==> src/rtl/pbrs_pkg.sv <==
`timescale 1ns / 1ps
// ----------------------------------------------------------------------------
// pbrs_pkg: shared types and constants
// Field widths, operation kinds and controller command struct.
// ----------------------------------------------------------------------------
package pbrs_pkg;
  localparam int THREADS = 16;
  localparam int PRIORITY_LEVELS = 32;
  localparam int TW = $clog2(THREADS);
  localparam int LW = $clog2(PRIORITY_LEVELS);
  localparam int IDW = 4;
  localparam int PRW = 5;

  typedef enum logic [2:0] {
    KIND_DEFINE    = 3'd0,
    KIND_READY     = 3'd1,
    KIND_BLOCK     = 3'd2,
    KIND_TERMINATE = 3'd3,
    KIND_SCHEDULE  = 3'd4
  } kind_t;

  typedef struct packed {
    logic load;
    logic unlink;
    logic link;
    logic finish;
  } cmd_t;

  typedef struct packed {
    logic need_unlink;
    logic need_link;
  } stat_t;
endpackage

==> src/rtl/pbrs_datapath.sv <==
`timescale 1ns / 1ps
// ----------------------------------------------------------------------------
// pbrs_datapath: ready queue storage and list update
// Holds per level FIFOs, per thread counts and links, and the level bitmap.
// ----------------------------------------------------------------------------
module pbrs_datapath (
  input  logic                  clk,
  input  logic                  rst_n,
  input  logic [2:0]            in_kind,
  input  logic [pbrs_pkg::IDW-1:0] in_thread_id,
  input  logic [pbrs_pkg::PRW-1:0] in_priority_req,
  input  pbrs_pkg::cmd_t        cmd,
  output pbrs_pkg::stat_t       stat,
  output logic                  out_valid,
  output logic [3:0]            out_selected_thread,
  output logic [4:0]            out_selected_priority,
  output logic                  out_idle
);
  import pbrs_pkg::*;

  logic [PRIORITY_LEVELS-1:0] bitmap_r;
  logic [TW-1:0] head_r [PRIORITY_LEVELS];
  logic [TW-1:0] tail_r [PRIORITY_LEVELS];
  logic [TW-1:0] next_r [THREADS];
  logic [TW-1:0] prev_r [THREADS];
  logic [LW-1:0] tlevel_r [THREADS];
  logic [7:0]    count_r [THREADS];
  logic [TW-1:0] current_r;

  logic [2:0]    kind_r;
  logic [TW-1:0] t_r;
  logic [LW-1:0] pr_r;
  logic          noop_r;
  logic          sched_idle_r;

  logic          sel_found;
  logic [LW-1:0] sel_lv;
  always_comb begin
    sel_found = 1'b0;
    sel_lv = '0;
    for (int i = 0; i < PRIORITY_LEVELS; i++) begin
      if (bitmap_r[i]) begin
        sel_found = 1'b1;
        sel_lv = LW'(i);
      end
    end
  end

  logic [LW-1:0] lv_t;
  logic [7:0]    cnt_t;
  logic          is_head;
  logic          is_tail;
  logic          lvl_used;
  assign lv_t = tlevel_r[t_r];
  assign cnt_t = count_r[t_r];
  assign is_head = head_r[lv_t] == t_r;
  assign is_tail = tail_r[lv_t] == t_r;
  assign lvl_used = bitmap_r[lv_t];

  always_comb begin
    stat = '0;
    if (!noop_r) begin
      unique case (kind_r)
        KIND_DEFINE, KIND_TERMINATE: stat.need_unlink = cnt_t != 8'd0;
        KIND_READY: stat.need_link = cnt_t == 8'd0;
        KIND_BLOCK: stat.need_unlink = cnt_t == 8'd1;
        KIND_SCHEDULE: begin
          stat.need_unlink = !sched_idle_r && !(is_head && is_tail);
          stat.need_link = stat.need_unlink;
        end
        default: ;
      endcase
    end
  end

  logic [IDW-1:0] tid_ext;
  assign tid_ext = in_thread_id;

  always_ff @(posedge clk) begin
    if (!rst_n) begin
      bitmap_r <= '0;
      current_r <= '0;
      out_valid <= 1'b0;
      for (int i = 0; i < THREADS; i++) begin
        tlevel_r[i] <= '0;
        count_r[i] <= '0;
      end
    end else begin
      out_valid <= 1'b0;
      if (cmd.load) begin
        kind_r <= in_kind;
        pr_r <= (in_priority_req >= PRW'(PRIORITY_LEVELS - 1)) ?
                LW'(PRIORITY_LEVELS - 1) : LW'(in_priority_req);
        noop_r <= (in_kind != KIND_SCHEDULE) && (32'(tid_ext) >= THREADS);
        sched_idle_r <= !sel_found;
        if (in_kind == KIND_SCHEDULE) t_r <= head_r[sel_lv];
        else t_r <= TW'(in_thread_id);
      end
      if (cmd.unlink) begin
        if (is_head && is_tail) bitmap_r[lv_t] <= 1'b0;
        else if (is_head) head_r[lv_t] <= next_r[t_r];
        else if (is_tail) tail_r[lv_t] <= prev_r[t_r];
        else begin
          next_r[prev_r[t_r]] <= next_r[t_r];
          prev_r[next_r[t_r]] <= prev_r[t_r];
        end
      end
      if (cmd.link) begin
        if (!lvl_used) begin
          head_r[lv_t] <= t_r;
          tail_r[lv_t] <= t_r;
          bitmap_r[lv_t] <= 1'b1;
        end else begin
          next_r[tail_r[lv_t]] <= t_r;
          prev_r[t_r] <= tail_r[lv_t];
          tail_r[lv_t] <= t_r;
        end
      end
      if (cmd.finish && !noop_r) begin
        unique case (kind_r)
          KIND_DEFINE: begin
            tlevel_r[t_r] <= pr_r;
            count_r[t_r] <= '0;
          end
          KIND_READY: if (cnt_t != 8'hff) count_r[t_r] <= cnt_t + 8'd1;
          KIND_BLOCK: if (cnt_t != 8'd0) count_r[t_r] <= cnt_t - 8'd1;
          KIND_TERMINATE: count_r[t_r] <= '0;
          KIND_SCHEDULE: begin
            out_valid <= 1'b1;
            if (!sched_idle_r) current_r <= t_r;
          end
          default: ;
        endcase
      end
    end
  end

  logic [LW-1:0] sched_lv_r;
  always_ff @(posedge clk) begin
    if (cmd.load) sched_lv_r <= sel_lv;
  end

  assign out_idle = sched_idle_r;
  assign out_selected_thread = sched_idle_r ? 4'd0 : 4'(t_r);
  assign out_selected_priority = sched_idle_r ? 5'd0 : 5'(sched_lv_r);

  logic unused_cur;
  assign unused_cur = ^current_r;

  a_link_unlink_exclusive: assert property (@(posedge clk) disable iff (!rst_n)
    !(cmd.link && cmd.unlink)) else $error("link and unlink together");
  a_link_after_unlink: assert property (@(posedge clk) disable iff (!rst_n)
    cmd.unlink && kind_r == KIND_SCHEDULE |=> cmd.link)
    else $error("rotate missing relink");
  a_valid_one_cycle: assert property (@(posedge clk) disable iff (!rst_n)
    out_valid |=> !out_valid) else $error("result held");
endmodule

==> src/rtl/pbrs_ctrl.sv <==
`timescale 1ns / 1ps
// ----------------------------------------------------------------------------
// pbrs_ctrl: operation sequencer
// Steps load, decide, optional unlink, optional link and finish for each accepted item.
// ----------------------------------------------------------------------------
module pbrs_ctrl (
  input  logic            clk,
  input  logic            rst_n,
  input  logic            start,
  output logic            busy,
  input  pbrs_pkg::stat_t stat,
  output pbrs_pkg::cmd_t  cmd
);
  import pbrs_pkg::*;

  typedef enum logic [2:0] {S_IDLE, S_DECIDE, S_UNLINK, S_LINK, S_FINISH} state_t;
  state_t state_r;

  assign busy = state_r != S_IDLE;

  always_comb begin
    cmd = '0;
    cmd.load = state_r == S_IDLE && start;
    cmd.unlink = state_r == S_UNLINK;
    cmd.link = state_r == S_LINK;
    cmd.finish = state_r == S_FINISH;
  end

  always_ff @(posedge clk) begin
    if (!rst_n) begin
      state_r <= S_IDLE;
    end else begin
      unique case (state_r)
        S_IDLE: if (start) state_r <= S_DECIDE;
        S_DECIDE: begin
          if (stat.need_unlink) state_r <= S_UNLINK;
          else if (stat.need_link) state_r <= S_LINK;
          else state_r <= S_FINISH;
        end
        S_UNLINK: state_r <= stat.need_link ? S_LINK : S_FINISH;
        S_LINK: state_r <= S_FINISH;
        S_FINISH: state_r <= S_IDLE;
        default: state_r <= S_IDLE;
      endcase
    end
  end
endmodule

==> src/rtl/priority_bitmap_ready_scheduler_unit.sv <==
`timescale 1ns / 1ps
// ----------------------------------------------------------------------------
// priority_bitmap_ready_scheduler_unit: bitmap ready-queue scheduler
// Usage: raise start with in_kind, in_thread_id and in_priority_req while
// busy is low; the command transfers at that edge and busy rises.
// Kinds: define priority, ready, block, terminate, schedule.
// Only schedule gives a result: out_valid is high for one cycle with
// out_selected_thread, out_selected_priority and out_idle.
// An item steps through load, decide, optional unlink, optional
// link and finish. Schedule rotating a thread takes every step; the sequencer steps
// one list update per cycle through a shared link/unlink path.
// The result strobe is high in the cycle after finish, when busy is low.
// The receiver cannot stall; results are never held.
// Reset (rst_n low, synchronous) clears the level bitmap, counts,
// thread levels and current thread; list links need no clearing.
// ----------------------------------------------------------------------------
module priority_bitmap_ready_scheduler_unit (
  input  logic       clk,
  input  logic       rst_n,
  input  logic       start,
  output logic       busy,
  input  logic [2:0] in_kind,
  input  logic [3:0] in_thread_id,
  input  logic [4:0] in_priority_req,
  output logic       out_valid,
  output logic [3:0] out_selected_thread,
  output logic [4:0] out_selected_priority,
  output logic       out_idle
);
  import pbrs_pkg::*;

  cmd_t  cmd;
  stat_t stat;

  pbrs_ctrl u_ctrl (
    .clk(clk), .rst_n(rst_n), .start(start), .busy(busy),
    .stat(stat), .cmd(cmd)
  );

  pbrs_datapath u_dp (
    .clk(clk), .rst_n(rst_n),
    .in_kind(in_kind), .in_thread_id(in_thread_id),
    .in_priority_req(in_priority_req),
    .cmd(cmd), .stat(stat),
    .out_valid(out_valid),
    .out_selected_thread(out_selected_thread),
    .out_selected_priority(out_selected_priority),
    .out_idle(out_idle)
  );
endmodule
==> config.mk <==
export PLATFORM = sky130hd
export DESIGN_NAME = priority_bitmap_ready_scheduler_unit
export DESIGN_NICKNAME = d
export VERILOG_FILES = /design/src/rtl/pbrs_pkg.sv /design/src/rtl/pbrs_datapath.sv /design/src/rtl/pbrs_ctrl.sv /design/src/rtl/priority_bitmap_ready_scheduler_unit.sv
export SDC_FILE = /design/constraint.sdc
export NUM_CORES = 1
export LEC_CHECK = 0
export BUFFER_PORTS_ARGS = -buffer_cell sky130_fd_sc_hd__buf_2
export CELL_PAD_IN_SITES_DETAIL_PLACEMENT = 0
export CELL_PAD_IN_SITES_GLOBAL_PLACEMENT = 1
export CORE_ASPECT_RATIO = 0.8
export CORE_MARGIN = 5
export CORE_UTILIZATION = 51
export CTS_CLUSTER_SIZE = 24
export DETAILED_ROUTE_END_ITERATION = 12
export PLACE_DENSITY = 0.8
export SYNTH_ARGS = -nofsm -noshare
export SYNTH_HDL_FRONTEND = slang
export SYNTH_SLANG_ARGS = --single-unit
==> constraint.sdc <==
create_clock -name clk -period 11 [get_ports clk]
set_input_delay 2.2 -clock clk [delete_from_list [all_inputs] [get_ports clk]]
set_output_delay 2.2 -clock clk [all_outputs]
set_load 0.02 [all_outputs]
Word-level counts from Yosys, hierarchy flattened
Memory sizes are Yosys's and may differ from the RTL's. A register that Yosys moved wholly into a read port is not among the register bits.
Index checks and enable logic that the tools add are counted.
- add/subtract/negate cells: 2
- $lt $le $gt $ge: 3
- equal/unequal tests: 14
- mux-type cells: 148
- bitwise operators: 9
- reduce and logical (&&, ||, !) cells: 19
- operators with widths (kind ; number):
    32-bit 2-to-1 mux ; 5
    4-bit 2-to-1 mux ; 23
    5-bit 2-to-1 mux ; 18
    1-bit 2-to-1 mux ; 84
    32-bit AND ; 1
    8-bit 2-to-1 mux ; 4
    32-bit inverter ; 1
    32-bit OR ; 1
    3-bit 2-to-1 mux ; 7
    3-bit by 2-bit == test with 1-bit output, second input constant ; 4
    3-bit one-hot mux with 4 select lines ; 1
    3-bit == test, second input constant ; 3
    8-bit by 1-bit adder with 8-bit output, second input constant ; 1
    4-bit == test ; 2
    8-bit by 1-bit == test with 1-bit output, second input constant ; 1
    8-bit zero test ; 1
    8-bit inequality test, second input constant ; 1
    8-bit nonzero test ; 1
    4-bit OR reduction ; 2
    8-bit OR reduction ; 1
    8-bit by 1-bit subtractor with 8-bit output, second input constant ; 1
    3-bit by 1-bit == test with 1-bit output, second input constant ; 2
    3-bit zero test ; 2
    5-bit by 6-bit less-than comparator with 1-bit output, second input constant ; 1
    other kinds (15) ; 27
- bits in registers: 54
- bits in writable memories: 592
- output and inout bits: 12
- logic and storage cells: 209
- memories kept: 6
- memory list (name ; words ; bits a word ; rd ports ; clocked after memory_dff ; write ports ; line ; text):
    u_dp.count_r ; 16 ; 8 ; 1 ; 1 ; 16 ; pbrs_datapath.sv:27 ; logic [7:0] count_r [THREADS];
    u_dp.head_r ; 32 ; 4 ; 2 ; 0 ; 1 ; pbrs_datapath.sv:22 ; logic [TW-1:0] head_r [PRIORITY_LEVELS];
    u_dp.tail_r ; 32 ; 4 ; 1 ; 0 ; 1 ; pbrs_datapath.sv:23 ; logic [TW-1:0] tail_r [PRIORITY_LEVELS];
    u_dp.tlevel_r ; 16 ; 5 ; 1 ; 1 ; 16 ; pbrs_datapath.sv:26 ; logic [LW-1:0] tlevel_r [THREADS];
    u_dp.next_r ; 16 ; 4 ; 1 ; 1 ; 1 ; pbrs_datapath.sv:24 ; logic [TW-1:0] next_r [THREADS];
    u_dp.prev_r ; 16 ; 4 ; 1 ; 1 ; 1 ; pbrs_datapath.sv:25 ; logic [TW-1:0] prev_r [THREADS];

Depth between registers and ports, before layout
An unclocked memory read counts as a cell.
- word-level depth: 34
- mapped depth: 20

Cells and area by module
A second synthesis with hierarchy kept.
- cells, all modules: 2417
- area total of the unflattened synthesis: 31781.7 um^2
- modules (own cells, without submodules) (module ; instances ; cells each ; area each (um^2)):
    pbrs_datapath ; 1 ; 2394 ; 31574.0
    pbrs_ctrl ; 1 ; 23 ; 207.7

Least setup slack after synthesis
OpenSTA, ideal clock, no wires.
- kind: reg2reg
- start point: register with a tool-made name
- end point: memory u_dp.count_r[12][0], enable pin
- setup time: 330 ps
- arrival time: 4550 ps
- path slack: 6121 ps
- stages on the path, launching flop included: 17
- path buffers: 6
- clock period less this slack: 4879 ps
- cells stage by stage: dfxtp_1 buf_2 buf_2 buf_2 clkbuf_1 clkbuf_1 buf_1 mux4_2 mux4_2 ha_1 and2_1 a31oi_1 inv_1 o31a_1 nor3_1 nand3_1 nand2_1
- RTL lines (element ; line):
    end, declared ; pbrs_datapath.sv:27

==> flow_metrics.tcl <==
set metrics [dict create \
    nets 2241 \
    cp.arrival_ns 6.87 \
    drt_wl_total_mm 81.0 \
    die_w_um 284 \
    critPathRequiredTime_ns 11.24 \
    path_max_fanout 56 \
    finalCoreUtilization_pct 55.9 \
    area_growth_pct 8.79 \
    r2r_setup_slack_ns 4.37 \
    portBuffers 26 \
    synth_edf_count 610 \
    final_cells 3049 \
    hold_violations 0 \
    tightest_slew_ns 1.09 \
    die_h_um 229 \
    dp_cells 2933 \
    ys.warnings.count 0 \
    io_pins 27 \
    cts_buffers 67 \
    cts_hold_buf 0 \
    ys_types 78 \
    synth_area_sq_um 30600 \
    first_pass_iters 6 \
    cp-start-kind "flip-flop" \
    outcome "complete, no violations" \
    grt_max_degree 67 \
    min_period_ns 6.63 \
    power_density_nw_per_um2 177 \
    post-route-period-util_pct 60.3 \
    avgSynthCellArea_sq_um 13.6 \
    power_leakage_nw 11.1 \
    async_flop_share_pct 0 \
    clockBufferDepth 3 \
    die-area_sq_um 65000 \
    antennaDiodeCount 0 \
    core-area_sq_um 59500 \
    row_count 80 \
    initial_core_util_pct 51.4 \
    grt_pass1_vias 18600 \
    cts_tree "built" \
    grt_setup_unrepaired "false" \
    max_freq_ghz 0.151 \
    setup_viol 0 \
    slew_headroom_pct 27.2 \
    maxCapViolCount 0 \
    ff_latch_area_sq_um 19100 \
    syn-num-nets 2266 \
    track_usage_pct 24.4 \
    synth-seq-cells 650 \
    cts_setup_buffers 0 \
    seq_area_frac_synth_pct 62.5 \
    cts_max_level 3 \
    synth_cells 2248 \
    multiInputGateArea_sq_um 10700 \
    drt_iter0_drc 2435 \
    finalSetupTns_ns 0 \
    fill_cells 4727 \
    fin_worst_skew_ns 0.0268 \
    viasPerCell 6.42 \
    root_buffer "clkbuf_16" \
    critPathKind "flip-flop to flip-flop" \
    cts_sinks 650 \
    grt_remaining_overflow 0 \
    hold_class "flip-flop to flip-flop" \
    end_kind "flip-flop" \
    drc 0 \
    place_ws_ns 4.44 \
    drv_slew 0 \
    drive_above_1_share_pct 13.8 \
    finalWorstSetupSlack_ns 4.37 \
    dr_total_vias 19600 \
    ant_nets 0 \
    dpl.hpwl_mm 54.1 \
    clkLatencyLatePin_ns 0.62 \
    clk_pin_slew_ns 0.06 \
    grt_pass1_wl_mm 121 \
    routedWlPerCell_um 26.6 \
    ctsResizeCount 0 \
    peakVddDrop_mv 0.111 \
    globalplace.congestion 0.908 \
    synth_ff_type "edfxtp_1" \
    antenna_found_initial 1 \
]
## cells in the mapped netlist (7+ instances only)
cell        n  area, sq um
a22oi_1    10         75.1
a31oi_1     8         50.1
nand2b_1   21          131
mux4_2    100         2250
o21ai_0    59          295
nor4_1     11         68.8
edfxtp_1  610        18300
and2_1     87          544
a211oi_1   15          113
and3_1     16          100
nand2_1   227          852
a21oi_1    32          160
nor2b_1    25          156
a32o_1      7         70.1
a22o_1      8         70.1
buf_1      10         37.5
mux2i_1   217         2170
clkbuf_1   74          278
o211ai_1   37          278
nor3_1     33          165
o31ai_1    18          135
buf_4      19          143
nor2_1    268         1010
buf_6       7         78.8
o22ai_1    17          106
a32oi_1    15          131
buf_2      34          170
inv_1      18         67.6
nand4_1    10         62.6
mux2_2     41          462
dfxtp_1    40          801
nand3_1    56          280
mux2_1      8         90.1
## cell usage in the layout, fill, tap and decap left out, drive strengths merged, types with 8 or more instances in the layout
cell type,instances
edfxtp,610
nor2,268
nand2,227
mux2i,220
mux4,100
clkbuf,93
and2,87
o21ai,60
nand3,56
buf,50
mux2,49
dfxtp,40
o211ai,37
nor3,33
a21oi,33
nor2b,25
inv,22
nand2b,21
o31ai,19
clkinv,19
o22ai,17
and3,16
a211oi,16
a32oi,15
nor4,13
a22oi,10
nand4,10
a31oi,8
a22o,8
## logic make-up after synthesis
family	Yosys count	share of synthesized area [%]
compound gates	276	6.41
xor+xnor	7	0.225
fa+ha+maj	3	0.123
buf+inv	165	2.57
flops	650	62.5
mux	369	16.5
simple gates	778	11.7
## routing by layer
layer	share of wire [%]	vias to the layer above	global-route usage (%)
met1	44	9950	37.7
met3	11	118	6.29
met2	43	1008	35.2
met4	1.8	0	4.96
met5	0	-	0
li1	-	8496	-
## registers in the layout, indices dropped and copies added (netlist names), 5 cells and up, named ones only
name / flops
u_dp.tail_r: 128
u_dp.tlevel_r: 80
u_dp.pr_r: 5
u_dp.bitmap_r: 32
u_dp.sched_lv_r: 5
u_dp.count_r: 128
u_dp.prev_r: 64
u_dp.head_r: 128
u_dp.next_r: 64
## power breakdown
group | total (mW) | switching [mW] | internal [mW]
clock network | 2.17 | 0.942 | 1.22
registers | 2.85 | 0.0386 | 2.81
logic | 0.883 | 0.597 | 0.285
total | 5.90 | 1.58 | 4.32
## per-stage QoR
step	power, mW	hold WS [ns]	cell area [sq um]
floorplan	3.50	0.474	30600
global placement	3.76	0.513	31200
detailed placement	3.77	0.518	31200
CTS	5.91	0.526	33300
global route	6.08	0.567	33300
finish	5.90	0.519	33300
## area by class of cell
class | instances | area share [%]
Inverter | 21 | 0.237
Clock inverter | 23 | 0.591
Timing Repair Buffer | 50 | 0.933
Multi-Input combinational cell | 1433 | 32.2
Sequential cell | 650 | 57.5
Clock buffer | 93 | 5.56
Tap cell | 779 | 2.93
## path summary, 6_finish.rpt
check,from,end,cells past startpoint
worst max-delay path,flip-flop,u_dp.tail_r[7][3],12
worst min-delay path,u_ctrl.state_r[2],u_dp.out_valid,2
worst max register to register,flip-flop,u_dp.tail_r[7][3],12
worst min register to register,u_ctrl.state_r[2],u_dp.out_valid,2
## worst max-delay path, cell delays in order, from the launching register on
cell and delay [ns]:
dfxtp_4 0.81, buf_4 0.69, inv_2 0.50, mux2i_4 0.27, buf_4 0.64, nor2_1 0.45
a22o_1 0.32, nor3_1 0.58, o21ai_0 0.24, a211oi_2 0.62, a21boi_2 0.15, buf_4 0.28
nor3_1 0.59
(Power assumes the default switching activity.)
